## config.mk

```make
export PLATFORM = sky130hd
export DESIGN_NAME = lottery_scheduler
export DESIGN_NICKNAME = d
export VERILOG_FILES = /design/src/rtl/lsch_pkg.sv /design/src/rtl/lsch_ram.sv /design/src/rtl/lsch_cmpsub.sv /design/src/rtl/lottery_scheduler.sv
export SDC_FILE = /design/constraint.sdc
export NUM_CORES = 2
export LEC_CHECK = 0
export BUFFER_PORTS_ARGS = -buffer_cell sky130_fd_sc_hd__buf_2
export CORE_MARGIN = 1.5
export CORE_UTILIZATION = 35
export DETAILED_ROUTE_END_ITERATION = 16
export SLEW_MARGIN = 40
export SYNTH_ARGS = -nofsm -noshare
export SYNTH_HDL_FRONTEND = slang
export SYNTH_HIERARCHICAL = 1
export SYNTH_SLANG_ARGS = --single-unit
```

## constraint.sdc

```tcl
create_clock -name aclk -period 6.8 [get_ports aclk]
set_clock_uncertainty 0.15 [all_clocks]
set_input_delay 0.34 -clock aclk [delete_from_list [all_inputs] [get_ports aclk]]
set_output_delay 0.34 -clock aclk [all_outputs]
set_load 0.02 [all_outputs]
```

## src/rtl/lsch_pkg.sv

```systemverilog
// ----------------------------------------------------------------------------
// Lottery scheduler package
// Command and status codes, sequencer states and fixed widths shared by the
// lottery scheduler modules.
// ----------------------------------------------------------------------------
package lsch_pkg;

    localparam int RND_W       = 32;
    localparam int DIV_CNT_W   = $clog2(RND_W);
    localparam int ID_W        = 8;
    localparam int TICKET_IN_W = 16;
    localparam int STATUS_W    = 2;
    localparam int SLOT_OUT_W  = 6;

    localparam logic [DIV_CNT_W-1:0] DIV_LAST = DIV_CNT_W'(RND_W - 1);

    localparam logic CMD_ADD  = 1'b0;
    localparam logic CMD_DRAW = 1'b1;

    localparam logic [STATUS_W-1:0] ST_ADDED  = 2'd0;
    localparam logic [STATUS_W-1:0] ST_WINNER = 2'd1;
    localparam logic [STATUS_W-1:0] ST_FULL   = 2'd2;
    localparam logic [STATUS_W-1:0] ST_EMPTY  = 2'd3;

    typedef enum logic [1:0] {
        S_IDLE,
        S_DIV,
        S_WALK
    } state_t;

endpackage

```

## src/rtl/lsch_ram.sv

```systemverilog
// ----------------------------------------------------------------------------
// Generic single-port-write RAM
// One write port and one read port with a registered read.
// ----------------------------------------------------------------------------
module lsch_ram #(
    parameter int WIDTH = 24,
    parameter int DEPTH = 64
) (
    input  logic                     aclk,
    input  logic                     wr_en,
    input  logic [$clog2(DEPTH)-1:0] wr_addr,
    input  logic [WIDTH-1:0]         wr_data,
    input  logic [$clog2(DEPTH)-1:0] rd_addr,
    output logic [WIDTH-1:0]         rd_data
);

    logic [WIDTH-1:0] mem [DEPTH];
    logic [WIDTH-1:0] rd_data_reg;

    always_ff @(posedge aclk) begin
        if (wr_en) begin
            mem[wr_addr] <= wr_data;
        end
        rd_data_reg <= mem[rd_addr];
    end

    assign rd_data = rd_data_reg;

endmodule

```

## src/rtl/lsch_cmpsub.sv

```systemverilog
// ----------------------------------------------------------------------------
// Shared compare-subtract unit
// Computes a - b and flags a borrow when b is greater than a.
// ----------------------------------------------------------------------------
module lsch_cmpsub #(
    parameter int WIDTH = 24
) (
    input  logic [WIDTH-1:0] a,
    input  logic [WIDTH-1:0] b,
    output logic [WIDTH-1:0] diff,
    output logic             borrow
);

    logic [WIDTH:0] full_diff;

    assign full_diff = {1'b0, a} - {1'b0, b};
    assign diff      = full_diff[WIDTH-1:0];
    assign borrow    = full_diff[WIDTH];

endmodule

```

## src/rtl/lottery_scheduler.sv

```systemverilog
// ----------------------------------------------------------------------------
// Lottery scheduler
// An add returns its result in the cycle after its transfer, so adds can follow
// back to back while the receiver is ready. A draw takes a load step, a
// restoring modulo and a table walk up to the winning slot, all on one
// compare-subtract unit; the next item is taken at the earliest together with
// the transfer of the result. Reset clears the entry count, the ticket total
// and the sequencer; the table contents are read only after they are written.
// ----------------------------------------------------------------------------
module lottery_scheduler #(
    parameter int MAX_ENTRIES = 64,
    parameter int TICKET_BITS = 16
) (
    input  logic                          aclk,
    input  logic                          aresetn,
    input  logic                          s_valid,
    output logic                          s_ready,
    input  logic                          s_command,
    input  logic [lsch_pkg::ID_W-1:0]        s_process_id,
    input  logic [lsch_pkg::TICKET_IN_W-1:0] s_ticket_count,
    input  logic [lsch_pkg::RND_W-1:0]       s_random_value,
    output logic                          m_valid,
    input  logic                          m_ready,
    output logic [lsch_pkg::STATUS_W-1:0]    m_status,
    output logic [lsch_pkg::ID_W-1:0]        m_winner_id,
    output logic [lsch_pkg::SLOT_OUT_W-1:0]  m_winner_slot
);

    localparam int SLOT_W  = $clog2(MAX_ENTRIES);
    localparam int CNT_W   = $clog2(MAX_ENTRIES + 1);
    localparam int TOTAL_W = TICKET_BITS + CNT_W;
    localparam int UNIT_W  = TOTAL_W + 1;
    localparam int ENTRY_W = lsch_pkg::ID_W + TICKET_BITS;

    lsch_pkg::state_t state_reg, state_next;

    logic [CNT_W-1:0]                   count_reg, count_next;
    logic [TOTAL_W-1:0]                 total_reg, total_next;
    logic [TOTAL_W-1:0]                 rem_reg, rem_next;
    logic [lsch_pkg::RND_W-1:0]         rnd_reg, rnd_next;
    logic [lsch_pkg::DIV_CNT_W-1:0]     bit_cnt_reg, bit_cnt_next;
    logic [SLOT_W-1:0]                  slot_reg, slot_next;
    logic                               m_valid_reg, m_valid_next;
    logic [lsch_pkg::STATUS_W-1:0]      m_status_reg, m_status_next;
    logic [lsch_pkg::ID_W-1:0]          m_winner_id_reg, m_winner_id_next;
    logic [lsch_pkg::SLOT_OUT_W-1:0]    m_winner_slot_reg, m_winner_slot_next;

    logic                s_accept;
    logic                table_full;
    logic                draw_go;
    logic                walk_last;
    logic [CNT_W-1:0]    count_minus_one;
    logic [TICKET_BITS-1:0] tickets_in;
    logic                ram_wr_en;
    logic [ENTRY_W-1:0]  ram_rd_data;
    logic [TICKET_BITS-1:0] rd_tickets;
    logic [lsch_pkg::ID_W-1:0] rd_id;
    logic [UNIT_W-1:0]   unit_a, unit_b, unit_diff;
    logic                unit_borrow;

    assign s_ready    = (state_reg == lsch_pkg::S_IDLE) && (!m_valid_reg || m_ready);
    assign s_accept   = s_valid && s_ready;
    assign table_full = (count_reg == CNT_W'(MAX_ENTRIES));
    assign draw_go    = (count_reg != '0) && (total_reg != '0);
    assign tickets_in = TICKET_BITS'(s_ticket_count);
    assign ram_wr_en  = s_accept && (s_command == lsch_pkg::CMD_ADD) && !table_full;

    assign count_minus_one = count_reg - CNT_W'(1);
    assign walk_last       = (slot_reg == count_minus_one[SLOT_W-1:0]);

    assign rd_tickets = ram_rd_data[TICKET_BITS-1:0];
    assign rd_id      = ram_rd_data[ENTRY_W-1:TICKET_BITS];

    lsch_ram #(
        .WIDTH (ENTRY_W),
        .DEPTH (MAX_ENTRIES)
    ) u_table (
        .aclk    (aclk),
        .wr_en   (ram_wr_en),
        .wr_addr (count_reg[SLOT_W-1:0]),
        .wr_data ({s_process_id, tickets_in}),
        .rd_addr (slot_next),
        .rd_data (ram_rd_data)
    );

    // The modulo shifts in one random bit per cycle; the walk subtracts each
    // entry's tickets from the remainder until one exceeds it or the last is read.
    always_comb begin
        if (state_reg == lsch_pkg::S_WALK) begin
            unit_a = {1'b0, rem_reg};
            unit_b = UNIT_W'(rd_tickets);
        end else begin
            unit_a = {rem_reg, rnd_reg[lsch_pkg::RND_W-1]};
            unit_b = {1'b0, total_reg};
        end
    end

    lsch_cmpsub #(
        .WIDTH (UNIT_W)
    ) u_unit (
        .a      (unit_a),
        .b      (unit_b),
        .diff   (unit_diff),
        .borrow (unit_borrow)
    );

    always_comb begin
        state_next = state_reg;
        unique case (state_reg)
            lsch_pkg::S_IDLE: begin
                if (s_accept && (s_command == lsch_pkg::CMD_DRAW) && draw_go) begin
                    state_next = lsch_pkg::S_DIV;
                end
            end
            lsch_pkg::S_DIV: begin
                if (bit_cnt_reg == lsch_pkg::DIV_LAST) begin
                    state_next = lsch_pkg::S_WALK;
                end
            end
            lsch_pkg::S_WALK: begin
                if (unit_borrow || walk_last) begin
                    state_next = lsch_pkg::S_IDLE;
                end
            end
            default: state_next = lsch_pkg::S_IDLE;
        endcase
    end

    always_comb begin
        count_next         = count_reg;
        total_next         = total_reg;
        rem_next           = rem_reg;
        rnd_next           = rnd_reg;
        bit_cnt_next       = bit_cnt_reg;
        slot_next          = slot_reg;
        m_valid_next       = m_valid_reg && !m_ready;
        m_status_next      = m_status_reg;
        m_winner_id_next   = m_winner_id_reg;
        m_winner_slot_next = m_winner_slot_reg;
        unique case (state_reg)
            lsch_pkg::S_IDLE: begin
                slot_next = '0;
                if (s_accept) begin
                    rem_next           = '0;
                    rnd_next           = s_random_value;
                    bit_cnt_next       = '0;
                    m_winner_id_next   = '0;
                    m_winner_slot_next = '0;
                    if (s_command == lsch_pkg::CMD_ADD) begin
                        m_valid_next = 1'b1;
                        if (table_full) begin
                            m_status_next = lsch_pkg::ST_FULL;
                        end else begin
                            m_status_next = lsch_pkg::ST_ADDED;
                            count_next    = count_reg + CNT_W'(1);
                            total_next    = total_reg + TOTAL_W'(tickets_in);
                        end
                    end else if (!draw_go) begin
                        m_valid_next  = 1'b1;
                        m_status_next = lsch_pkg::ST_EMPTY;
                    end
                end
            end
            lsch_pkg::S_DIV: begin
                slot_next    = '0;
                rnd_next     = {rnd_reg[lsch_pkg::RND_W-2:0], 1'b0};
                bit_cnt_next = bit_cnt_reg + lsch_pkg::DIV_CNT_W'(1);
                if (unit_borrow) begin
                    rem_next = unit_a[TOTAL_W-1:0];
                end else begin
                    rem_next = unit_diff[TOTAL_W-1:0];
                end
            end
            lsch_pkg::S_WALK: begin
                if (unit_borrow) begin
                    m_valid_next       = 1'b1;
                    m_status_next      = lsch_pkg::ST_WINNER;
                    m_winner_id_next   = rd_id;
                    m_winner_slot_next = lsch_pkg::SLOT_OUT_W'(slot_reg);
                end else if (walk_last) begin
                    m_valid_next  = 1'b1;
                    m_status_next = lsch_pkg::ST_EMPTY;
                end else begin
                    rem_next  = unit_diff[TOTAL_W-1:0];
                    slot_next = slot_reg + SLOT_W'(1);
                end
            end
            default: begin
                slot_next = '0;
            end
        endcase
    end

    always_ff @(posedge aclk) begin
        if (!aresetn) begin
            state_reg   <= lsch_pkg::S_IDLE;
            count_reg   <= '0;
            total_reg   <= '0;
            slot_reg    <= '0;
            bit_cnt_reg <= '0;
            m_valid_reg <= 1'b0;
        end else begin
            state_reg   <= state_next;
            count_reg   <= count_next;
            total_reg   <= total_next;
            slot_reg    <= slot_next;
            bit_cnt_reg <= bit_cnt_next;
            m_valid_reg <= m_valid_next;
        end
    end

    always_ff @(posedge aclk) begin
        rem_reg           <= rem_next;
        rnd_reg           <= rnd_next;
        m_status_reg      <= m_status_next;
        m_winner_id_reg   <= m_winner_id_next;
        m_winner_slot_reg <= m_winner_slot_next;
    end

    assign m_valid       = m_valid_reg;
    assign m_status      = m_status_reg;
    assign m_winner_id   = m_winner_id_reg;
    assign m_winner_slot = m_winner_slot_reg;

endmodule

```

### Word level (Yosys, flattened, before mapping)

Memory sizes are Yosys's and may differ from the RTL's. A register that Yosys moved wholly into a read port is not among the register bits.
Cells that the tools add are included.

| word-level totals | value |
|---|---|
| bits in read-only memories | 0 |
| RAM bits | 1,536 |
| bits in latches | 0 |
| memories | 1 |
| input bits | 61 |
| bits in registers | 115 |
| word-level logic and storage cells | 98 |
| output and inout bits | 18 |

Memory list:

| name | depth | bits a word | read ports | clocked after memory_dff | wr ports | RTL line | text |
|---|---|---|---|---|---|---|---|
| u_table.mem | 64 | 24 | 1 | 1 | 1 | lsch_ram.sv:17 | `logic [WIDTH-1:0] mem [DEPTH];` |

| cells by class | value |
|---|---|
| magnitude comparators | 0 |
| shift operators | 0 |
| multiply operators | 0 |
| mux-type cells | 39 |
| bitwise gates (word level) | 2 |
| reductions and logical operators | 25 |
| div/mod/pow operators | 0 |
| add/subtract/negate cells | 6 |
| equal/unequal tests | 14 |

Operators by type and width:

| kind | number |
|---|---|
| $mux W23 | 5 |
| $pmux W23 S3 | 1 |
| $pmux W32 S2 | 1 |
| $mux W32 | 1 |
| $mux W6 | 5 |
| $sub A24 B23 Y25 | 1 |
| $mux W24 | 1 |
| $add A23 B16 Y23 | 1 |
| $reduce_bool A23 Y1 | 1 |
| $mux W2 | 9 |
| $mux W8 | 2 |
| $pmux W8 S2 | 1 |
| $pmux W6 S2 | 1 |
| $reduce_and A4 Y1 | 3 |
| $pmux W5 S2 | 1 |
| $logic_and A1 B1 Y1 | 8 |
| $ne A2 B2 Y1 const B | 4 |
| $add A7 B1 Y7 const B | 1 |
| $eq A7 B7 Y1 const B | 1 |
| $mux W1 | 7 |
| $reduce_bool A7 Y1 | 1 |
| $add A6 B1 Y6 const B | 1 |
| $eq A6 B6 Y1 | 1 |
| $ne A2 B1 Y1 const B | 3 |
| 19 further kinds | 25 |

### Longest topological paths before layout

| depth | value |
|---|---|
| depth after elaboration | 8 |
| mapped depth | 26 |
| mapped depth without buffers | 20 |

### Cells and area by module

The synthesis kept the hierarchy.

By module, submodules not included:

| module | times used | cells an instance | area each (um2) | seq. area each (um2) |
|---|---|---|---|---|
| lsch_ram | 1 | 2,610 | 59,295.6 | 46,604.7 |
| lottery_scheduler | 1 | 628 | 6,640.1 | 3,012.9 |
| lsch_cmpsub | 1 | 220 | 1,438.9 | 0.0 |

### Least setup slack after synthesis

OpenSTA, ideal clock, no wires.

| timing path | value |
|---|---|
| path type | reg-to-reg |
| from | register state_reg[0] |
| to | register rem_reg[0], enable pin |
| arrival time | 5.655 ns |
| clock period less this slack | 6.242 ns |
| path slack | 0.558 ns |
| path buffers | 3 |
| data required time | 6.213 ns |
| stages on the path, launching flop included | 18 |
| library setup time | 0.437 ns |
| cell sequence | dfxtp_1 -> inv_1 -> ha_1 -> clkbuf_1 -> clkbuf_1 -> clkbuf_1 -> mux2_2 -> ha_1 -> fa_1 -> nor2b_1 -> o2111ai_1 -> a21oi_1 -> o211ai_2 -> a211oi_2 -> o221ai_1 -> a21oi_4 -> nand2b_1 -> nor3b_1 |

| on the way | value |
|---|---|
| cells in the longest elaborated chain, start to end | 5 |
| elaborated cells on any way between the ends | 13 |
| those cells by class | 1 x add/sub; 5 x eq/ne; 2 x mux; 5 x reduce/logical |

Ends and longest elaborated chain:

| what | RTL line | text |
|---|---|---|
| from (decl) | lottery_scheduler.sv:35 | `lsch_pkg::state_t state_reg, state_next;` |
| from (signal assigned) | lottery_scheduler.sv:196 | `state_reg <= lsch_pkg::S_IDLE;` |
| from (signal assigned) | lottery_scheduler.sv:203 | `state_reg <= state_next;` |
| $eq A2 B2 Y1 | lottery_scheduler.sv:89 | `if (state_reg == lsch_pkg::S_WALK) begin` |
| $mux W23 | lottery_scheduler.sv:89 |  |
| net unit_b[0] | lottery_scheduler.sv:58 | `logic [UNIT_W-1:0] unit_a, unit_b, unit_diff;` |
| $sub A24 B23 Y25 | lsch_cmpsub.sv:16 | `assign full_diff = {1'b0, a} - {1'b0, b};` |
| net unit_borrow | lottery_scheduler.sv:59 | `logic unit_borrow;` |
| $ne A2 B2 Y1 (no line) | n/a |  |
| $reduce_and A4 Y1 (no line) | n/a |  |
| to (signal assigned) | lottery_scheduler.sv:213 | `rem_reg <= rem_next;` |
| to (decl) | lottery_scheduler.sv:39 | `logic [TOTAL_W-1:0] rem_reg, rem_next;` |

The timed path passes the listed nets, and every way through them passes these cells.
A chain may end at the register's enable or synchronous reset.

### Worst setup path after layout

| timing path | value |
|---|---|
| from | register state_reg[0] |
| to | register u_table.rd_data_reg[23] (netlist: u_table/rd_data[23]), read port of u_table.mem |

| on the way | value |
|---|---|
| cells in the longest elaborated chain, start to end | 5 |
| elaborated cells on any way between the ends | 6 |
| those cells by class | 1 x add/sub; 1 x eq/ne; 4 x mux |

Ends and longest elaborated chain:

| what | RTL line | text |
|---|---|---|
| $eq A2 B2 Y1 | lottery_scheduler.sv:89 |  |
| $mux W23 | lottery_scheduler.sv:89 |  |
| net unit_b[0] | lottery_scheduler.sv:58 |  |
| $sub A24 B23 Y25 | lsch_cmpsub.sv:16 |  |
| net unit_borrow | lottery_scheduler.sv:59 |  |
| $mux W6 | lottery_scheduler.sv:175 | `if (unit_borrow) begin` |
| $mux W6 | lottery_scheduler.sv:140 | `unique case (state_reg)` |
| net slot_next[0] | lottery_scheduler.sv:42 | `logic [SLOT_W-1:0] slot_reg, slot_next;` |
| to (decl) | lsch_ram.sv:18 | `logic [WIDTH-1:0] rd_data_reg;` |

The timed path passes the listed nets, and every way through them passes these cells.

==> flow_summary.toml <==
[power]
vdd_drop_max_uv = 196.6
total_leakage_power_nw = 24.34
powerDensity_nw_per_um2 = 271.6

[floorplanning]
fp.dieArea_sq_um = 195000
row_count = 160
boundaryPins = 79
die_w_um = 441.6
die_y_um = 441.6
start_util = 0.3532
core_sq_um = 190600

[clock_tree]
cts_buffer_depth = 3
cts-resized-gates = 0
cts_tree = "built"
cts_hold_buf = 48
post_cts_buffers = 0
root_buffer = "clkbuf_16"
h-tree-depth = 4
cts_buffers = 170
insertion_delay_ns = 0.81
clkTransAtPathRegs_ns = 0.06
cts.sinks = 1675

[grt]
grt_pass1_vias = 34880
grt_pass1_wl_um = 252600
grt_max_degree = 66
grt_use_total = 0.1801
grt_antenna_before_repair = 13
grt-ovfl-total = 0

[setup_path]
endpoint_kind = "register"
crit_arrival_ns = 7.01
slowest_stage = "mux4_2"
startpoint_type = "register"
critical_path_buf_inv_count = 4
crit_top_cell = "a21oi_1"
r2r-start = "state_reg[0]"
worstSetupEndpoint = "u_table/rd_data[23]"
critical_path_class = "register to register"
critPathMaxFanout = 17
crit_start = "state_reg[0]"
cpPeakStageDelay_ns = 0.60
r2r_cells = 22
crit_family = "compound AO/OA/AOI/OAI gates"
rrSetupSlack_ns = 0.33
r2r-end = "u_table/rd_data[23]"
required_ns = 7.34
path_depth = 22
crit_chain = "inv_1, ha_4, mux2_2, ha_1, fa_1, nor2b_1, o2111ai_1, a21oi_1, o211ai_2, a211oi_2, o221ai_1, a21oi_4, xnor2_1, nor2b_4, buf_12, buf_12, buf_4, mux4_2, a221o_1, a21oi_1, a21oi_1, and3_1"

[yosys]
syn-num-nets = 3560
synthCells = 3447
yosysWarnings = 6
syn_avg_cell_area_sq_um = 19.53
netlist_area_sq_um = 67310

[final_layout]
mostFrequentLayoutCell = "edfxtp_1"
final_util = 0.4115
area_growth_pct = 16.51
nNetsFinal = 3924
largest_reg_flops = 1536
drive_above_1_share = 0.2894
mostFrequentLayoutCells = "edfxtp_1 (1,607), mux4_2 (355), buf_4 (205)"

[routing]
wl_per_cell_um = 27.25
avgViaCountPerCell = 5.453
drt-initial-drc-count = 3748
postRouteAntennaNets = 0
firstDrtPassIters = 5
drcViolationCount = 0
wirelength_um = 176000
dr_total_vias = 35230

[sta]
max_freq_ghz = 0.1547
setup-tns-final_ns = 0
min_period_over_period = 0.9508
drv_slew = 0
finalSetupViolations = 0
relSlewSlack = 0.4413
finalHoldViolCount = 0
grt_setup_unrepaired = "false"
worst_pin_slew_ns = 0.8380
period_needed_ns = 6.466

[outcome]
outcome = "finished, final reports clean"

[place]
routabilityCongestion = 0.8675
place_hpwl_um = 109300
numPortBuffers = 78

[hold_path]
hold_path_class = "input port to register"

[flow_run]
maxCapViolCount = 0
-- power breakdown --
part           switching (W)  total, W  internal, W
Sequential         0.0000541    0.0114       0.0114
Clock                0.00394   0.00912      0.00518
Combinational       0.000503  0.000753     0.000250
-- per-stage QoR --
stage               area [sq um]  instances  hold slack, ns  power [W]  worst slack [ns]
finish                     78430       6460        0.009058    0.02130            0.3344
global route               78420       6457         0.02448    0.02194           0.02203
CTS                        78370       6455         0.01017    0.02148            0.2827
detailed placement         72490       6100          0.3415    0.01237            0.3385
global placement           72410       6095          0.3281    0.01236            0.1468
floorplan                  67310       3447          0.2889    0.01199            0.5577
-- routing by layer --
metal | vias up | GRT usage | wire [um]
met2 | 1356 | 0.2753 | 80380
met3 | 275 | 0.03592 | 13780
met5 | - | 0 | 54
li1 | 14940 | - | -
met1 | 18650 | 0.2558 | 75630
met4 | 8 | 0.06485 | 6176
-- layout make-up --
type                       count  area, sq um
antenna                        3        7.507
clock buffer                 210         4476
clock inverter                97        925.9
fill                       16760       112200
inverter                      47        176.4
multi-input combinational   1543        16850
sequential                  1675        49620
tap                         2511         3142
timing repair buffer         374         3228
-- worst min-delay path by stage --
stage / depth (start not counted) / to / start / slack (ns)
floorplan: 0 / u_table/mem[0][0] / s_ticket_count[0] / 0.29
global placement: 2 / total_reg[22] / total_reg[22] / 0.33
detailed placement: 2 / bit_cnt_reg[0] / bit_cnt_reg[0] / 0.34
CTS: 2 / u_table/mem[14][11] / s_ticket_count[11] / 0.01
global route: 2 / u_table/mem[10][8] / s_ticket_count[8] / 0.02
finish: 2 / u_table/mem[10][8] / s_ticket_count[8] / 0.009
Note: power is estimated with default switching activity, not from simulation.
